File: config.mk
export PLATFORM = sky130hd
export DESIGN_NAME = skt_fifo
export DESIGN_NICKNAME = d
export VERILOG_FILES = /design/src/hw/rtl/skt_fifo.sv
export SDC_FILE = /design/constraint.sdc
export NUM_CORES = 1
export LEC_CHECK = 0
export BUFFER_PORTS_ARGS = -buffer_cell sky130_fd_sc_hd__clkbuf_2
export CORE_UTILIZATION = 40
export CTS_BUF_LIST = sky130_fd_sc_hd__clkbuf_8
export CTS_CLUSTER_SIZE = 30
export DETAILED_ROUTE_END_ITERATION = 7
export HOLD_SLACK_MARGIN = 0.02
export PLACE_DENSITY = 0.72
export SETUP_SLACK_MARGIN = 0.3
export SLEW_MARGIN = 20
export SYNTH_ARGS = -nofsm -noshare
export SYNTH_HDL_FRONTEND = slang
export SYNTH_SLANG_ARGS = --single-unit
File: constraint.sdc
create_clock -name clk -period 3.88 [get_ports clk]
set_clock_uncertainty 0.05 [all_clocks]
set_input_delay 1.164 -clock clk [delete_from_list [all_inputs] [get_ports clk]]
set_output_delay 1.164 -clock clk [all_outputs]
set_load 0.005 [all_outputs]
File: src/hw/rtl/skt_fifo.sv
// Small register queue used between front and back and at the result side.
// Depends on nothing; depth must be a power of two of at least two.
`timescale 1ns / 1ps
`default_nettype none

module skt_fifo #(
  parameter int unsigned DEPTH = 2,
  parameter int unsigned WIDTH = 8
) (
  input  wire logic             clk,
  input  wire logic             rst_n,
  input  wire logic             push,
  input  wire logic [WIDTH-1:0] wdata,
  input  wire logic             pop,
  output logic      [WIDTH-1:0] rdata,
  output logic                  full,
  output logic                  empty
);

  localparam int unsigned AW = $clog2(DEPTH);
  localparam int unsigned CW = $clog2(DEPTH + 1);

  logic [WIDTH-1:0] mem_r [DEPTH];
  logic [AW-1:0]    wptr_r, wptr_nxt;
  logic [AW-1:0]    rptr_r, rptr_nxt;
  logic [CW-1:0]    cnt_r, cnt_nxt;
  logic             do_push, do_pop;

  assign full    = (cnt_r == CW'(DEPTH));
  assign empty   = (cnt_r == '0);
  assign do_push = push && !full;
  assign do_pop  = pop && !empty;
  assign rdata   = mem_r[rptr_r];

  always_comb begin
    wptr_nxt = do_push ? AW'(wptr_r + 1'b1) : wptr_r;
    rptr_nxt = do_pop ? AW'(rptr_r + 1'b1) : rptr_r;
    cnt_nxt  = cnt_r;
    if (do_push && !do_pop) begin
      cnt_nxt = CW'(cnt_r + 1'b1);
    end else if (do_pop && !do_push) begin
      cnt_nxt = CW'(cnt_r - 1'b1);
    end
  end

  always_ff @(posedge clk) begin
    if (!rst_n) begin
      wptr_r <= '0;
      rptr_r <= '0;
      cnt_r  <= '0;
    end else begin
      wptr_r <= wptr_nxt;
      rptr_r <= rptr_nxt;
      cnt_r  <= cnt_nxt;
    end
  end

  always_ff @(posedge clk) begin
    if (do_push) begin
      mem_r[wptr_r] <= wdata;
    end
  end

`ifndef SYNTHESIS
  a_cnt_bound: assert property (@(posedge clk) disable iff (!rst_n)
    cnt_r <= CW'(DEPTH)) else $error("queue count beyond depth");
  a_push_fills: assert property (@(posedge clk) disable iff (!rst_n)
    (push && !full) |=> !empty) else $error("queue empty after a push");
`endif

endmodule

`default_nettype wire

* Word-level counts from Yosys, hierarchy flattened *
Memories as Yosys holds them, arrays and structs flattened. A register that Yosys moved wholly into a read port is not among the register bits.
Cells that the tools add are included.

cells by class
  magnitude comparators = 0
  div/mod/pow operators = 0
  add/subtract/negate cells = 4
  multiplexer cells = 6
  bitwise gates (word level) = 0
  shifts and indexed selects = 0
  $mul = 0
  reductions and logical operators = 10
  eq/ne operators = 1

operators by type and width
  kind                   count
  $logic_and A1 B1 Y1    4
  $logic_not A1 Y1       4
  $mux W1                4
  $mux W2                2
  $add A1 B1 Y1 const B  2
  $add A2 B1 Y2 const B  1
  $eq A2 B2 Y1 const B   1
  $logic_not A2 Y1       1
  $reduce_bool A2 Y1     1
  $sub A2 B1 Y2 const B  1

word-level totals
  bits of input ports = 12
  word-level logic and storage cells = 25
  output and inout bits = 10
  bits in writable memories = 16
  bits in latches = 0
  memories = 1
  register bits after elaboration = 4
  bits in read-only memories = 0

memory list
  name   depth  width  read ports  clocked after Yosys merged registers in  write ports  RTL line  RTL
  mem_r  2      8      1           1                                        1            23        logic [WIDTH-1:0] mem_r [DEPTH];

* Longest topological paths before layout *
Gate-level depths: netlist of run 1.

  word-level depth = 7
  mapped depth = 7
  gate-level depth less buffers = 7

* Worst setup path before layout of run 1 *
OpenSTA, ideal clock, no wires.

  path type = input to register
  start = input port pop
  end = register cnt_r[1]
  cell stages on the path = 4
  arrival = 2.073 ns
  setup time = 0.070 ns
  data required time = 3.760 ns
  slack = 1.687 ns
  path buffers = 0
  cell sequence = o21ai_0 ha_1 or3_1 a21oi_1

on the way
  cells in the longest elaborated chain, start to end = 4
  elaborated cells between the ends (all ways) = 6
  those cells by class = mux: 1; reduce/logical: 5

RTL lines
  element                                               RTL line  RTL
  start, declared                                       14        input wire logic pop,
  $logic_and A1 B1 Y1 *                                 32        assign do_pop = pop && !empty;
  $logic_not A1 Y1                                      39        if (do_push && !do_pop) begin
  $logic_and A1 B1 Y1                                   39
  $mux W2 / $reduce_bool A2 Y1 (equally long branches)  n/a
  end signal, assigned                                  54        cnt_r <= cnt_nxt;
  end, declared                                         26        logic [CW-1:0] cnt_r, cnt_nxt;

Every way passes the cells marked *; elsewhere a longest branch is shown, timed or not.
A chain may end at the register's enable or synchronous reset.

==> results.json, run 1 <==
{
  "syn_avg_cell_area_um2": 15.8,
  "viasPerCell": 4.64,
  "crit_required_ps": 2670,
  "diodes": 0,
  "leakagePower_nw": 0.403,
  "crit_path_end_kind": "primary output",
  "gp_congestion": 0.636,
  "grt.overflow.total": 0,
  "worstMarginPinSlew_ps": 695,
  "maxCapViolCount": 0,
  "core_area_um2": 1800,
  "cp_data_arrival_time_ps": 1300,
  "cpPeakStageDelay_ps": 540,
  "clkTransAtPathRegs_ps": 70,
  "finalCriticalPeriod_ps": 2510,
  "antenna_found_initial": 0,
  "busiest_layer": "met2",
  "path_cells": "mux2_2 > clkbuf_2",
  "ys_ff_latch": 21,
  "vias": 464,
  "r2r_cells": 6,
  "critPathSlowestCell": "dfxtp_1",
  "min_path_type": "reg -> reg",
  "ctsHtreeMaxLevel": 1,
  "antenna_left": 0,
  "die_h_um": 46.8,
  "root_buffer": "clkbuf_8",
  "grt_use_total": 0.124,
  "multiInputGateArea_um2": 206,
  "die_x_um": 46.8,
  "max_clock_freq_mhz": 398,
  "wire_per_inst_um": 11.3,
  "synth_common_cells": "edfxtp_1, mux2_2, dfxtp_1, nor2_1",
  "postSynth.asyncResetShare": 0,
  "clockBufferDepth": 2,
  "r2r_setup_slack_ps": 2200,
  "portBuffers": 21,
  "worst_hold_path.num_cells": 2,
  "start_util": 0.446,
  "post-cts-setup-buffers": 0,
  "syn2layout_area_growth_pct": 22.1,
  "setup_violations": 0,
  "syn_nets": 64,
  "synthFlopType": "edfxtp_1",
  "synth_edf_count": 16,
  "drive_above_1_share": 0.453,
  "fillers": 179,
  "first_iter_violations": 1,
  "min_period_over_period": 0.648,
  "hold_violations": 0,
  "grt_setup_unrepaired": "false",
  "cts_sinks": 21,
  "cts_tree": "yes",
  "regArea_um2": 581,
  "synth_most_common_cell": "edfxtp_1",
  "clk_latency_ps": 260,
  "io_pins": 22,
  "ctsResizeCount": 0,
  "yosys_warnings": 0,
  "cts_made_buffers": 3,
  "nets": 89,
  "dp_hpwl_um": 799,
  "maxSlewViolCount": 0,
  "netlist_area_um2": 803,
  "drc": 0,
  "power_density_nw_per_um2": 630,
  "postSynthCellCount": 51,
  "ir_worst_vdd_mv": 0.280,
  "synth-seq-area-share": 0.723,
  "crit_type": "reg -> out",
  "drt-total-wl_um": 1130,
  "cp_max_fo": 8,
  "synthDistinctLibCells": 16,
  "fp.dieArea_um2": 2190,
  "rows": 15,
  "power_mw": 0.618,
  "synthTopCellsByArea": "edfxtp_1, dfxtp_1, mux2_2, xor2_1, nor2_1",
  "met3_usage": 0.0577,
  "grtUsageMet2": 0.208,
  "tns_ps": 0,
  "synth.largest_area_cell": "edfxtp_1",
  "cp-start-kind": "flop",
  "outcome": "complete, no violations",
  "grt_max_degree": 13,
  "grt_pass1_vias": 436,
  "cts_hold_buf": 0,
  "use_met1": 0.128,
  "grt_pass1_wl_um": 1710,
  "relSlewSlack": 0.534,
  "synth_top_area_share": 0.598,
  "firstDrtPassIters": 3
}
layout by cell type, fill, tap and decap left out:
cell and count:
clkbuf_2 21, edfxtp_1 16, and3_1 1, clkinv_2 1, a21boi_0 1, nor3_2 1
inv_1 3, xor2_1 3, nor2_1 5, nand2b_1 1, o21ai_0 2, dfxtp_1 5
ha_1 1, o21a_1 1, clkbuf_8 3, a21oi_1 1, or3_1 1, mux2_2 8
registers in the layout (all words and copies together), names as in the netlist, named ones only:
signal	flops
mem_r	16
rptr_r	1
cnt_r	2
wptr_r	1
critical path: cells and delay by family (launching register included):
family / cells / cell delay [ps]
buf+inv: 1 / 110
flops: 1 / 540
mux: 1 / 390
logic make-up (layout without fill, tap and decap cells):
kind of cell | Yosys count | after routing | synth area share
and+or+nand+nor | 9 | 9 | 0.0592
buffers and inverters | 4 | 28 | 0.0202
AOI/OAI and AO/OA | 5 | 5 | 0.0374
xor gates and xnor gates | 3 | 3 | 0.0327
adders and majority gates | 1 | 1 | 0.0156
DFF | 21 | 21 | 0.723
muxes | 8 | 8 | 0.112
per-stage QoR:
| stage | utilization | worst slack [ps] | std cells | cell area [µm²] | hold slack (ps) |
|---|---|---|---|---|---|
| after global placement | 0.519 | 1550 | 96 | 935 | 454 |
| final | 0.544 | 1370 | 100 | 981 | 459 |
| after global routing | 0.544 | 1300 | 100 | 981 | 505 |
| after CTS | 0.544 | 1340 | 100 | 981 | 468 |
| after floorplan | - | 1690 | 51 | 803 | 422 |
| after detailed placement | 0.519 | 1510 | 96 | 935 | 440 |
power by group:
part	internal [mW]	leakage (nW)	switching, mW
logic	0.0875	0.187	0.0753
registers	0.287	0.191	0.0288
clock network	0.0715	0.0255	0.0677
total	0.446	0.403	0.172
layout make-up:
class                           count  area share
Sequential cell                    21       0.592
Multi-Input combinational cell     26       0.210
Timing Repair Buffer               21       0.107
Clock buffer                        3      0.0421
Tap cell                           25      0.0319
Inverter                            3      0.0115
Clock inverter                      1     0.00510
layer usage:
layer	routed length, µm	up-vias
li1	-	232
met1	497	210
met2	535	18
met3	81	4
met4	20	0
met5	0	-
worst paths after layout:
check / startpoint / to
setup / recovery: flop / rdata[3]
setup reg to reg: cnt_r[0]$_SDFFE_PN0P_ / cnt_r[1]$_SDFFE_PN0P_
hold / removal: rptr_r$_SDFFE_PN0P_ / flop
hold reg to reg: rptr_r$_SDFFE_PN0P_ / flop
Note: power is estimated with default switching activity, not from simulation.
==> inputs of run 2 (changes only) <==
- ABC_AREA: default -> 1
- PLACE_DENSITY: 0.72 -> 0.71
- clock period: 3.88 -> 2.5 ns (I/O delays scaled with it)
==> results.json, run 2 <==
{
  "outcome": "complete, no violations",
  "maxCapViolCount": 0,
  "path_cells": "mux2_2 > clkbuf_2",
  "syn_nets": 76,
  "grt.overflow.total": 0,
  "ctsHtreeMaxLevel": 1,
  "io_pins": 22,
  "maxSlewViolCount": 0,
  "p_clk_frac": 0.214,
  "cp_max_fo": 8,
  "final_cell_mix": "clkbuf_2, edfxtp_1, nor2_1, mux2_2, inv_1",
  "power_density_nw_per_um2": 955,
  "cp-start-kind": "flop",
  "grt_pass1_wl_um": 1950,
  "drt-total-wl_um": 1260,
  "dp_hpwl_um": 956,
  "setup_violations": 0,
  "seqPwrFrac": 0.504,
  "synth_most_common_cell": "edfxtp_1",
  "gp_congestion": 0.628,
  "drive_above_1_share": 0.449,
  "leakagePower_nw": 0.434,
  "setup_ws_ps": 440,
  "clk_latency_ps": 250,
  "intPower_mw": 0.688,
  "ys_ff_latch": 21,
  "relSlewSlack": 0.779,
  "cts_hold_buf": 0,
  "core_area_um2": 1960,
  "synth.largest_area_cell": "edfxtp_1",
  "viasPerCell": 4.45,
  "cp_data_arrival_time_ps": 1260,
  "top_register": "mem_r",
  "cpPeakStageDelay_ps": 520,
  "crit_path_end_kind": "primary output",
  "min_path_type": "reg -> reg",
  "cts_tree": "yes",
  "final_common_cell": "clkbuf_2",
  "reg_top3": "mem_r: 16 flops, cnt_r: 2 flops",
  "postSynthCellCount": 63,
  "post-cts-setup-buffers": 0,
  "root_buffer": "clkbuf_8",
  "min_period_over_period": 0.824,
  "hold_violations": 0,
  "nets": 103,
  "synthTopCellsByArea": "edfxtp_1, dfxtp_1, mux2_2, nor2_1, inv_1",
  "swShare": 0.297,
  "synthDistinctLibCells": 16,
  "critPathSlowestCell": "dfxtp_1",
  "syn_avg_cell_area_um2": 13.2,
  "grt_max_degree": 12,
  "syn2layout_area_growth_pct": 23.3,
  "hold_end": "wptr_r$_SDFFE_PN0P_",
  "fp.dieArea_um2": 2260,
  "tns_ps": 0,
  "first_iter_violations": 4,
  "vias": 516,
  "r2r_setup_slack_ps": 1020,
  "critical_path_buf_inv_count": 1,
  "ir_worst_vdd_mv": 0.542,
  "pwr-share-comb": 0.282,
  "cts_sinks": 21,
  "synthFlopType": "edfxtp_1",
  "worst_hold_path.num_cells": 2,
  "grt_setup_unrepaired": "false",
  "postSynth.asyncResetShare": 0,
  "drc": 0,
  "clkTransAtPathRegs_ps": 70,
  "portBuffers": 21,
  "wire_per_inst_um": 10.9,
  "antenna_found_initial": 0,
  "synth_top_area_share": 0.578,
  "clockBufferDepth": 2,
  "crit_type": "reg -> out",
  "max_clock_freq_mhz": 485,
  "reg2reg_from": "cnt_r[1]$_SDFFE_PN0P_",
  "place_ws_ps": 703,
  "start_util": 0.423,
  "netlist_area_um2": 831,
  "cts_made_buffers": 3,
  "diodes": 0,
  "synth_edf_count": 16,
  "rows": 16,
  "r2r_end": "cnt_r[1]$_SDFFE_PN0P_",
  "antenna_left": 0,
  "die_h_um": 47.6,
  "synth-seq-area-share": 0.699,
  "cpLargestDelayFamily": "flip-flops",
  "finalCriticalPeriod_ps": 2060,
  "worstMarginPinSlew_ps": 330,
  "r2r_cells": 9,
  "yosys_warnings": 0,
  "grt_use_total": 0.131,
  "fillers": 198,
  "largest_register_ffs": 16,
  "firstDrtPassIters": 6,
  "ctsResizeCount": 0,
  "crit_required_ps": 1700,
  "synth_common_cells": "edfxtp_1, nor2_1, mux2_2, inv_1, nand2_1",
  "holdCritStartpoint": "wptr_r$_SDFFE_PN0P_",
  "grt_pass1_vias": 490,
  "die_x_um": 47.6,
  "p_sw_mw": 0.290
}
==> run 2: through the flow <==
step,total power [mW],cells,area (µm²),hold WS [ps],util
after floorplan,0.677,63,831,417,-
after global placement,0.768,112,980,433,0.499
after detailed placement,0.784,112,980,459,0.499
after CTS,0.991,116,1020,470,0.522
after global routing,1.06,116,1020,478,0.522
final,0.978,116,1020,467,0.522
==> run 2: cells by family after synthesis <==
kind of cell | Yosys count | share of synthesized area
AOI/OAI and AO/OA | 4 | 0.0286
adders and majority gates | 1 | 0.0151
buffers and inverters | 10 | 0.0467
DFF | 21 | 0.699
muxes | 8 | 0.108
and+or+nand+nor | 19 | 0.102
==> run 2: how the worst max path moves through the flow <==
stage	from	end	slack [ps]	depth (start not counted)
global placement	flop	rdata[4]	690	2
detailed placement	pop	cnt_r[1]$_SDFFE_PN0P_	700	10
finish	flop	rdata[2]	440	2
global route	flop	rdata[3]	370	2
CTS	flop	rdata[2]	400	2
floorplan	pop	cnt_r[1]$_SDFFE_PN0P_	870	9
==> run 2: worst reg2reg max path, cell delays in order (launching register included) <==
cell and delay [ps]:
dfxtp_1 390, inv_2 60, o21ai_2 210, inv_2 60, ha_1 280, inv_1 110
nand3_1 90, nand2_1 60, inv_1 40, nor2_1 80
==> run 2: layout make-up <==
cell class | count | area (µm²) | share of cell area
well taps | 27 | 33.8 | 0.0330
flip-flops and latches | 21 | 581 | 0.567
multi-input cells | 32 | 211 | 0.206
clock buffers | 3 | 41.3 | 0.0403
inverters | 9 | 33.8 | 0.0330
clock inverters | 1 | 3.75 | 0.00366
repair buffers | 23 | 120 | 0.117
==> run 2: power by group through the flow <==
stage	clock network [mW]	logic (mW)	registers [mW]
CTS	0.212	0.283	0.496
detailed placement	0	0.281	0.503
global route	0.231	0.322	0.503
global placement	0	0.270	0.499
finish	0.209	0.276	0.493
floorplan	0	0.196	0.482
==> run 2: metal layers <==
metal  up-vias  global-route usage  wire length, µm
met5         -                   0                0
met4         0               0.100                9
met3         2              0.0340               49
met2        14               0.219              643
met1       236               0.143              562
li1        264                   -                -
