`config.mk`:
```
export PLATFORM = sky130hd
export DESIGN_NAME = skt_front
export DESIGN_NICKNAME = d
export VERILOG_FILES = /design/src/hw/rtl/skt_pkg.sv /design/src/hw/rtl/skt_front.sv
export SDC_FILE = /design/constraint.sdc
export NUM_CORES = 1
export LEC_CHECK = 0
export BUFFER_PORTS_ARGS = -buffer_cell sky130_fd_sc_hd__buf_4
export CORE_ASPECT_RATIO = 0.5
export CORE_MARGIN = 4
export CORE_UTILIZATION = 58
export CTS_CLUSTER_DIAMETER = 50
export DETAILED_ROUTE_END_ITERATION = 6
export GPL_ROUTABILITY_DRIVEN = 0
export PLACE_DENSITY_LB_ADDON = 0.2
export SLEW_MARGIN = 20
export SYNTH_ARGS = -nofsm -noshare
export SYNTH_HDL_FRONTEND = slang
export SYNTH_SLANG_ARGS = --single-unit
```
`constraint.sdc`:
```
create_clock -name clk -period 8.4 [get_ports clk]
set_clock_uncertainty 0.1 [all_clocks]
set_input_delay 0.42 -clock clk [delete_from_list [all_inputs] [get_ports clk]]
set_output_delay 0.42 -clock clk [all_outputs]
set_load 0.1 [all_outputs]
```
`src/hw/rtl/skt_pkg.sv`:
```
// Shared types, constants and helpers for the stereo keypoint triangulator.
// Used by the top level, skt_front and skt_back; depends on nothing else.
`timescale 1ns / 1ps
`default_nettype none

package skt_pkg;

  localparam int unsigned SKT_COORD_W     = 16;
  localparam int unsigned SKT_BASE_W      = 20;
  localparam int unsigned SKT_CFG_W       = 20;
  localparam int unsigned SKT_CFG_IDX_W   = 3;
  localparam int unsigned SKT_OUT_W       = 32;
  localparam int unsigned SKT_QUOT_W      = 32;
  localparam int unsigned SKT_QUEUE_DEPTH = 2;

  // Divider operand widths: dividend is 2*num + den, divisor is 2*den.
  localparam int unsigned SKT_NZ_W = 38;
  localparam int unsigned SKT_DZ_W = 17;
  localparam int unsigned SKT_NY_W = 54;
  localparam int unsigned SKT_DY_W = 33;

  typedef enum logic [SKT_CFG_IDX_W-1:0] {
    CFG_CENTER_U  = 3'd0,
    CFG_CENTER_V  = 3'd1,
    CFG_FOCAL_U   = 3'd2,
    CFG_FOCAL_V   = 3'd3,
    CFG_BASELINE  = 3'd4,
    CFG_DISP_MIN  = 3'd5,
    CFG_DISP_MAX  = 3'd6,
    CFG_ROW_LIMIT = 3'd7
  } cfg_idx_t;

  typedef struct packed {
    logic [SKT_COORD_W-1:0] center_u;
    logic [SKT_COORD_W-1:0] center_v;
    logic [SKT_COORD_W-1:0] focal_u;
    logic [SKT_COORD_W-1:0] focal_v;
    logic [SKT_BASE_W-1:0]  baseline_um;
    logic [SKT_COORD_W-1:0] disp_floor;
    logic [SKT_COORD_W-1:0] disp_ceil;
    logic [SKT_COORD_W-1:0] row_limit;
  } cfg_t;

  typedef struct packed {
    logic valid;
    logic x_neg;
    logic y_neg;
  } meta_t;

  typedef struct packed {
    meta_t                  meta;
    logic [SKT_COORD_W-1:0] mag_x;
    logic [SKT_COORD_W-1:0] mag_y;
    logic [SKT_COORD_W-1:0] disp;
  } pair_t;

  typedef struct packed {
    logic                 valid;
    logic [SKT_OUT_W-1:0] x;
    logic [SKT_OUT_W-1:0] y;
    logic [SKT_OUT_W-1:0] z;
  } point_t;

  function automatic logic [SKT_OUT_W-1:0] sat32(input logic neg, input logic ovf,
                                                 input logic [SKT_QUOT_W-1:0] q);
    logic [SKT_OUT_W-1:0] r;
    if (neg) begin
      if (ovf || (q > 32'h8000_0000)) begin
        r = 32'h8000_0000;
      end else begin
        r = 32'(~q + 32'd1);
      end
    end else begin
      if (ovf || q[SKT_QUOT_W-1]) begin
        r = 32'h7FFF_FFFF;
      end else begin
        r = q;
      end
    end
    return r;
  endfunction

endpackage

`default_nettype wire

```
`src/hw/rtl/skt_front.sv`:
```
// Front part: registers and classifies one keypoint pair per cycle while its
// output can move on. Depends on skt_pkg; feeds the queue in front of skt_back.
`timescale 1ns / 1ps
`default_nettype none

module skt_front
  import skt_pkg::*;
(
  input  wire logic                   clk,
  input  wire logic                   rst_n,
  input  wire cfg_t                   cfg,
  input  wire logic                   in_push,
  output logic                        in_full,
  input  wire logic [SKT_COORD_W-1:0] in_left_u,
  input  wire logic [SKT_COORD_W-1:0] in_left_v,
  input  wire logic [SKT_COORD_W-1:0] in_right_u,
  input  wire logic [SKT_COORD_W-1:0] in_right_v,
  input  wire logic                   mid_full,
  output logic                        mid_push,
  output pair_t                       mid_data
);

  logic                   f_valid_r, f_valid_nxt;
  pair_t                  f_data_r, f_data_nxt;
  logic [SKT_COORD_W-1:0] disp, off;
  logic                   take, move;

  assign in_full  = f_valid_r && mid_full;
  assign take     = in_push && !in_full;
  assign move     = f_valid_r && !mid_full;
  assign mid_push = move;
  assign mid_data = f_data_r;

  always_comb begin
    disp = SKT_COORD_W'(in_left_u - in_right_u);
    off  = (in_left_v >= in_right_v) ? SKT_COORD_W'(in_left_v - in_right_v)
                                     : SKT_COORD_W'(in_right_v - in_left_v);
    f_data_nxt.meta.valid = (in_left_u > in_right_u) && (disp > cfg.disp_floor) &&
                            (disp < cfg.disp_ceil) && (off < cfg.row_limit);
    f_data_nxt.meta.x_neg = in_left_u < cfg.center_u;
    f_data_nxt.meta.y_neg = in_left_v < cfg.center_v;
    f_data_nxt.mag_x = f_data_nxt.meta.x_neg ? SKT_COORD_W'(cfg.center_u - in_left_u)
                                             : SKT_COORD_W'(in_left_u - cfg.center_u);
    f_data_nxt.mag_y = f_data_nxt.meta.y_neg ? SKT_COORD_W'(cfg.center_v - in_left_v)
                                             : SKT_COORD_W'(in_left_v - cfg.center_v);
    f_data_nxt.disp  = disp;
    f_valid_nxt = take ? 1'b1 : (move ? 1'b0 : f_valid_r);
  end

  always_ff @(posedge clk) begin
    if (!rst_n) begin
      f_valid_r <= 1'b0;
    end else begin
      f_valid_r <= f_valid_nxt;
    end
  end

  always_ff @(posedge clk) begin
    if (take) begin
      f_data_r <= f_data_nxt;
    end
  end

endmodule

`default_nettype wire

```
**Word-level counts from Yosys, hierarchy flattened**

Cells that the tools add are included.

- Magnitude comparators: 7
- $add $sub $neg: 7
- Mux-type cells: 5
- Reduce and logical (&&, ||, !) cells: 9

Operator list:

| kind | number |
|---|---|
| subtractor 16 bit | 7 |
| < comparator 16 bit | 4 |
| two-way mux 16 bit | 3 |
| > comparator 16 bit | 2 |
| >= comparator 16 bit | 1 |
| logical AND 1 bit | 6 |
| logical NOT 1 bit | 2 |
| two-way mux 1 bit | 2 |
| nonzero test 2 bit | 1 |

- Bits of input ports: 200
- Word-level logic and storage cells: 35
- Register bits after elaboration: 52
- Output and inout bits: 53

**Logic depth before layout (Yosys ltp)**

Gate-level depths: netlist (run 1).

- Depth after elaboration: 5
- Gate-level depth with buffers: 19
- Depth with buffers taken out: 18

**Worst setup path before layout (run 1)**

OpenSTA, ideal clock, no wires.

- Kind: input to register
- Start: input in_left_v[0]
- End: register f_data_r (netlist bit mid_data[50]), data pin
- Arrival time: 3.750 ns
- Path buffers: 1
- Path slack: 4.418 ns
- Stages on the path: 19
- Required time: 8.168 ns
- Library setup time: 0.132 ns
- Cell sequence: inv_1 > ha_1 > inv_1 > fa_1 > nand3_1 > nand2_1 > o21ai_0 > a21boi_1 > o22ai_2 > buf_6 > mux2_2 > ha_1 > a21boi_0 > o21a_1 > o21a_1 > o2111ai_1 > a21oi_1 > a2111oi_0 > o311a_1

RTL lines:

| element | RTL line | RTL |
|---|---|---|
| start: declaration | skt_front.sv:15 | `input wire logic [SKT_COORD_W-1:0] in_left_v,` |
| end signal: assignment | skt_front.sv:60 | `f_data_r <= f_data_nxt;` |
| end: declaration | skt_front.sv:24 | `pair_t f_data_r, f_data_nxt;` |

==> results of run 1 <==
-- path summary, 6_finish.rpt --
check / cells after the start / end / slack (ps)
setup / recovery: 17 / mid_data[50] / 3670
hold / removal: 2 / f_valid_r / 220
hold reg to reg: 2 / f_valid_r / 580
setup reg to reg: 3 / mid_data[22] / 6710
-- worst register-to-register path, delay by kind of cell, from the launching register on --
kind | cells | cell delay (ps)
buffers and inverters | 1 | 590
AND/OR/NAND/NOR | 2 | 290
flip-flops | 1 | 310
-- per-layer routing --
| metal | vias up | share of wire | global-route usage |
|---|---|---|---|
| met3 | 26 | 0.072 | 0.0487 |
| met5 | - | 0 | 0 |
| met4 | 0 | 0.013 | 0.0562 |
| met2 | 294 | 0.50 | 0.484 |
| li1 | 3740 | - | - |
| met1 | 3514 | 0.41 | 0.307 |
-- report_power, final --
group          total, mW  switching [mW]  internal, mW
clock              0.229           0.116         0.113
sequential         0.350          0.0103         0.340
combinational      0.947           0.614         0.333
total               1.53           0.740         0.786
-- synth_stat cells, types with 6 or more instances --
| cell type | count | area (um^2) |
|---|---|---|
| inv_1 | 158 | 593 |
| nand3_1 | 12 | 60.1 |
| o21a_1 | 23 | 173 |
| a31oi_1 | 9 | 56.3 |
| o21bai_1 | 9 | 67.6 |
| a21oi_1 | 73 | 365 |
| nor2b_1 | 24 | 150 |
| and2_1 | 6 | 37.5 |
| nor3_1 | 11 | 55.1 |
| mux2i_1 | 37 | 370 |
| a211oi_1 | 6 | 45.0 |
| nand2_1 | 30 | 113 |
| edfxtp_1 | 51 | 1530 |
| fa_1 | 7 | 140 |
| and3_1 | 12 | 75.1 |
| clkbuf_1 | 11 | 41.3 |
| xnor2_1 | 29 | 254 |
| buf_2 | 7 | 35.0 |
| a21o_1 | 48 | 360 |
| nand2b_1 | 18 | 113 |
| xor2_1 | 25 | 219 |
| nand4_1 | 14 | 87.6 |
| o21ai_0 | 46 | 230 |
| ha_1 | 155 | 1940 |
| nor2_1 | 38 | 143 |
| o31a_1 | 6 | 52.6 |
-- state kept, by name, indices dropped and copies added (netlist names) --
signal and cells:
f_valid_r 1, mid_data 51
-- per-stage QoR --
| stage | total power, mW | std cells | util | area (um^2) | hold slack (ps) |
|---|---|---|---|---|---|
| global placement | 1.27 | 1323 | 0.715 | 9720 | 524 |
| finish | 1.53 | 1331 | 0.726 | 9870 | 220 |
| detailed placement | 1.29 | 1323 | 0.715 | 9720 | 535 |
| global route | 1.62 | 1331 | 0.726 | 9870 | 218 |
| floorplan | 1.07 | 953 | - | 8100 | 438 |
| CTS | 1.52 | 1331 | 0.726 | 9870 | 214 |
-- layout make-up --
| type | count | area, um^2 |
|---|---|---|
| repair buffers | 201 | 1510 |
| clock inverters | 3 | 26.3 |
| multi-input cells | 720 | 5820 |
| flip-flops and latches | 52 | 1550 |
| fillers | 1096 | 3720 |
| inverters | 158 | 593 |
| well taps | 192 | 240 |
| clock buffers | 5 | 125 |
-- cells by family after synthesis --
logic type,count (synthesis),share of synthesized area
AO/OA/AOI/OAI,276,0.227
AND/OR/NAND/NOR,188,0.126
buffers and inverters,181,0.0900
adder cells (fa/ha/maj),162,0.257
XOR/XNOR,54,0.0584
flip-flops,52,0.192
multiplexers,40,0.0499
==> results.toml, run 1 <==
[critical_path]
slowest_delay_ps = 780
startpoint = "in_left_v[10]"
path_buf_inv = 2
cp_max_fo = 15
cp.required_ps = 8480
critical_path_class = "primary input to register"
crit_family = "compound AO/OA/AOI/OAI gates"
endpoint_kind = "register"
r2r-start = "f_valid_r"
crit_slowest_cell = "o22ai_2"
start_kind = "primary input"
worstPathArrival_ps = 4810
path_cells = "buf_4, inv_1, ha_1, a21oi_1, o21ai_0, o21ai_0, a21boi_1, o22ai_2, mux2_2, ha_1, a21boi_0, o21a_1, o21a_1, o2111ai_1, a21oi_1, a2111oi_0, o311a_1"

[yosys]
synth-async-reset-ratio = 0
syn-cell-area_mm2 = 0.00810
syn_nets = 1315
yosysSeqAreaShare = 0.192
syn-instance-count = 953
synthFlopType = "edfxtp_1"
yosys_warnings = 0
ys_ff_latch = 52
synth_cell_types = 76
avgSynthCellArea_um2 = 8.49
synth_edf_count = 51

[cells_and_area]
drive_above_1_share = 0.201
fin_nets = 1500
antenna_cells = 0
final_common_cell = "buf_4"
area_growth_pct = 21.9
mostFrequentLayoutCells = "buf_4 (201), inv_1 (158), ha_1 (155)"

[hold_path]
min-delay-start = "rst_n"
min_path_type = "primary input to register"

[clock_network]
cts.reportedPaths.clkPinSlew_ps = 90
htreeDepth = 2
cts_hold_buf = 0
clock-root-buffer = "clkbuf_16"
cts_tree = "yes"
clk_latency_ps = 300
cts_num_sinks = 52
postCtsSetupBuffers = 0
cts_made_buffers = 5
ctsResizeCount = 0
clk_path_buf_depth = 2

[global_routing]
antenna_found_initial = 0
grt.total_usage = 0.258
grt_pass1_wl_um = 34500
grt_pass1_vias = 7456
grt_max_degree = 52
grt-ovfl-total = 0

[die]
die_h_um = 91.5
core_area_mm2 = 0.0136
die-area_mm2 = 0.0160
ioPinCount = 253
row_count = 30
start_util = 0.596
die_x_um = 175

[timing]
slew_viol_final = 0
max_slew.worst_pin.slew_ps = 998
post-route-period-util = 0.563
relSlewSlack = 0.335
finalSetupTns_ps = 0
period_minus_slack_ps = 4730
hold_viol = 0
setup_slack_ps = 3670
final-setup-viol-count = 0
clock.fmax_mhz = 211
grt_setup_unrepaired = "false"

[routing]
vias_per_cell = 5.69
routed_wl_um = 21400
first_pass_iters = 5
ant_nets = 0
drc = 0
routedWlPerCell_um = 16.1
drt_iter0_drc = 692
vias = 7574

[power_and_ir_drop]
ir_drop_mv = 0.157
powerDensity_mw_per_mm2 = 155
p_leak_nw = 5.36

[placement]
dp_hpwl_um = 17800
io_buffers = 200
place_ws_ps = 3420

[run]
drv_cap = 0

[run_status]
status = "finished, final reports clean"
Note: power is estimated with default switching activity, not from simulation.
==> run 2, diff against run 1 <==
CORE_UTILIZATION = 48   (was 58)
clock period = 3.9 ns   (was 8.4 ns; I/O delays follow)
==> run 2 against run 1 <==
Against the previous run:
- count of clock-buffer cells in the layout is 1 higher
- non-clock buffer count grew 70
- critical endpoint unchanged
- combinational power up 130%
- total power up 120%
- largest power group unchanged
- routed wire length is 5.8% higher
- critical path type unchanged
- final area up 6.3%
- worst setup slack worse by 3500 ps
- critical path depth increased by 1
- hold slack worse by 210 ps
- highest routed layer unchanged
==> results.toml, run 2 (synthesis gave the netlist of run 1 again) <==
[placement]
io_buffers = 200
dp_hpwl_um = 19100

[clock_network]
htreeDepth = 2
cts_tree = "yes"
clock-root-buffer = "clkbuf_16"
cts_num_sinks = 52
cts.reportedPaths.clkPinSlew_ps = 80
clk_path_buf_depth = 2
clk_latency_ps = 300
cts_made_buffers = 5

[timing]
hold_viol = 0
period_minus_slack_ps = 3680
post-route-period-util = 0.944
relSlewSlack = 0.519
max_slew.worst_pin.slew_ps = 721
finalSetupTns_ps = 0
whs_ps = 11.2
slew_viol_final = 0
final-setup-viol-count = 0
clock.fmax_mhz = 272

[critical_path]
cp_max_fo = 7
critical_path_class = "primary input to register"
crit_slowest_cell = "o311ai_0"
reg2reg_depth = 3
slowest_delay_ps = 500
endpoint_kind = "register"
path_buf_inv = 3
rrSetupSlack_ps = 2230
worstPathArrival_ps = 3750
r2r-start = "f_valid_r"
cp.required_ps = 3970
start_kind = "primary input"
rr_endpoint = "mid_data[18]"
path_cells = "buf_4, inv_1, ha_1, o21ai_0, a21oi_1, o311ai_0, nand4_1, a31oi_1, mux2i_2, xor2_1, ha_1, a21oi_1, nor2b_1, o21ai_1, nand4_1, a2111oi_2, buf_4, o311a_1"
crit_family = "compound AO/OA/AOI/OAI gates"

[die]
die_h_um = 99.8
ioPinCount = 253
die_x_um = 192
start_util = 0.493
die-area_mm2 = 0.0191
row_count = 33
core_area_mm2 = 0.0164

[global_routing]
antenna_found_initial = 0
grt-ovfl-total = 0
grt_max_degree = 52
grt.total_usage = 0.228
grt_pass1_wl_um = 35700
grt_pass1_vias = 7538

[run]
drv_cap = 0

[cells_and_area]
utilization = 0.638
mostFrequentLayoutCells = "buf_4 (268), inv_1 (158), ha_1 (154)"
final_common_cell = "buf_4"
fin_nets = 1570
largest_reg_flops = 51
antenna_cells = 0
area_growth_pct = 29.5
drive_above_1_share = 0.255

[routing]
routed_wl_um = 22700
first_pass_iters = 4
drt_iter0_drc = 319
routedWlPerCell_um = 15.8
vias_per_cell = 5.39
drc = 0
ant_nets = 0
vias = 7735

[power_and_ir_drop]
p_int_mw = 1.78
switching_share = 0.476
p_leak_nw = 5.71
p_sw_mw = 1.62
power_frac_comb = 0.638
clockPowerShare = 0.140
powerDensity_mw_per_mm2 = 324
p_total_mw = 3.40
ir_drop_mv = 0.205
p_seq_frac = 0.222

[run_status]
status = "finished, final reports clean"

[hold_path]
min-delay-start = "in_push"
hold_depth = 2
min_path_type = "primary input to register"
min_to = "f_valid_r"
-- run 2: changes by cell type in the layout (fill, tap and decap cells not counted), sizes merged --
cell,before,now
buf,201,270
clkbuf,5,6
clkinv,0,1
clkinvlp,2,0
dlygate4sd3,0,1
-- run 2: power by group through the flow --
stage / clock (mW) / sequential (mW) / combinational (mW)
2_1_floorplan: 0 / 1.33 / 0.970
3_3_place_gp: 0 / 0.767 / 2.08
3_5_place_dp: 0 / 0.768 / 2.12
4_1_cts: 0.486 / 0.756 / 2.13
5_1_grt: 0.508 / 0.763 / 2.34
6_report: 0.477 / 0.754 / 2.17
-- run 2: how the worst max path moves through the flow --
stage,startpoint,endpoint,slack [ps],cells past startpoint
after floorplan,f_valid_r,mid_data[0],140,2
after global placement,in_left_v[0],mid_data[50],-160,20
after detailed placement,in_left_v[0],mid_data[50],-240,19
after CTS,in_left_v[0],mid_data[50],60,19
after global routing,in_left_v[0],mid_data[50],-50,20
final,in_left_v[2],mid_data[50],220,18
-- run 2: worst reg2reg max path: cells and delay by family, from the launching register on --
family                 cells  cell delay (ps)
buffers and inverters      1              570
DFF                        1              310
and+or+nand+nor            2              290
-- run 2: timing repair --
action,in CTS,in global routing
gates resized for setup,0,17
hold buffers,1,0
setup endpoints to repair,0,1
buffers inserted,0,4
hold endpoints to repair,1,0
-- run 2: layout make-up --
type | instances | area (um^2)
Clock buffer | 6 | 129
Clock inverter | 2 | 13.8
Fill cell | 1526 | 5950
Inverter | 158 | 593
Multi-Input combinational cell | 720 | 5870
Sequential cell | 52 | 1550
Tap cell | 227 | 284
Timing Repair Buffer | 271 | 2040
-- run 2: stage by stage --
| step | area, um^2 | worst slack, ps | instances |
|---|---|---|---|
| after detailed placement | 10200 | -242 | 1423 |
| after global placement | 10200 | -165 | 1423 |
| after floorplan | 8100 | 138 | 953 |
| after global routing | 10500 | -47.5 | 1436 |
| after CTS | 10400 | 56.3 | 1432 |
| final | 10500 | 218 | 1436 |
-- run 2: routing by layer --
metal / track usage / vias up / routed length [um]
li1: - / 3872 / -
met4: 0.0381 / 0 / 310
met3: 0.0389 / 28 / 1380
met5: 0 / - / 0
met1: 0.289 / 3606 / 9810
met2: 0.415 / 229 / 11200
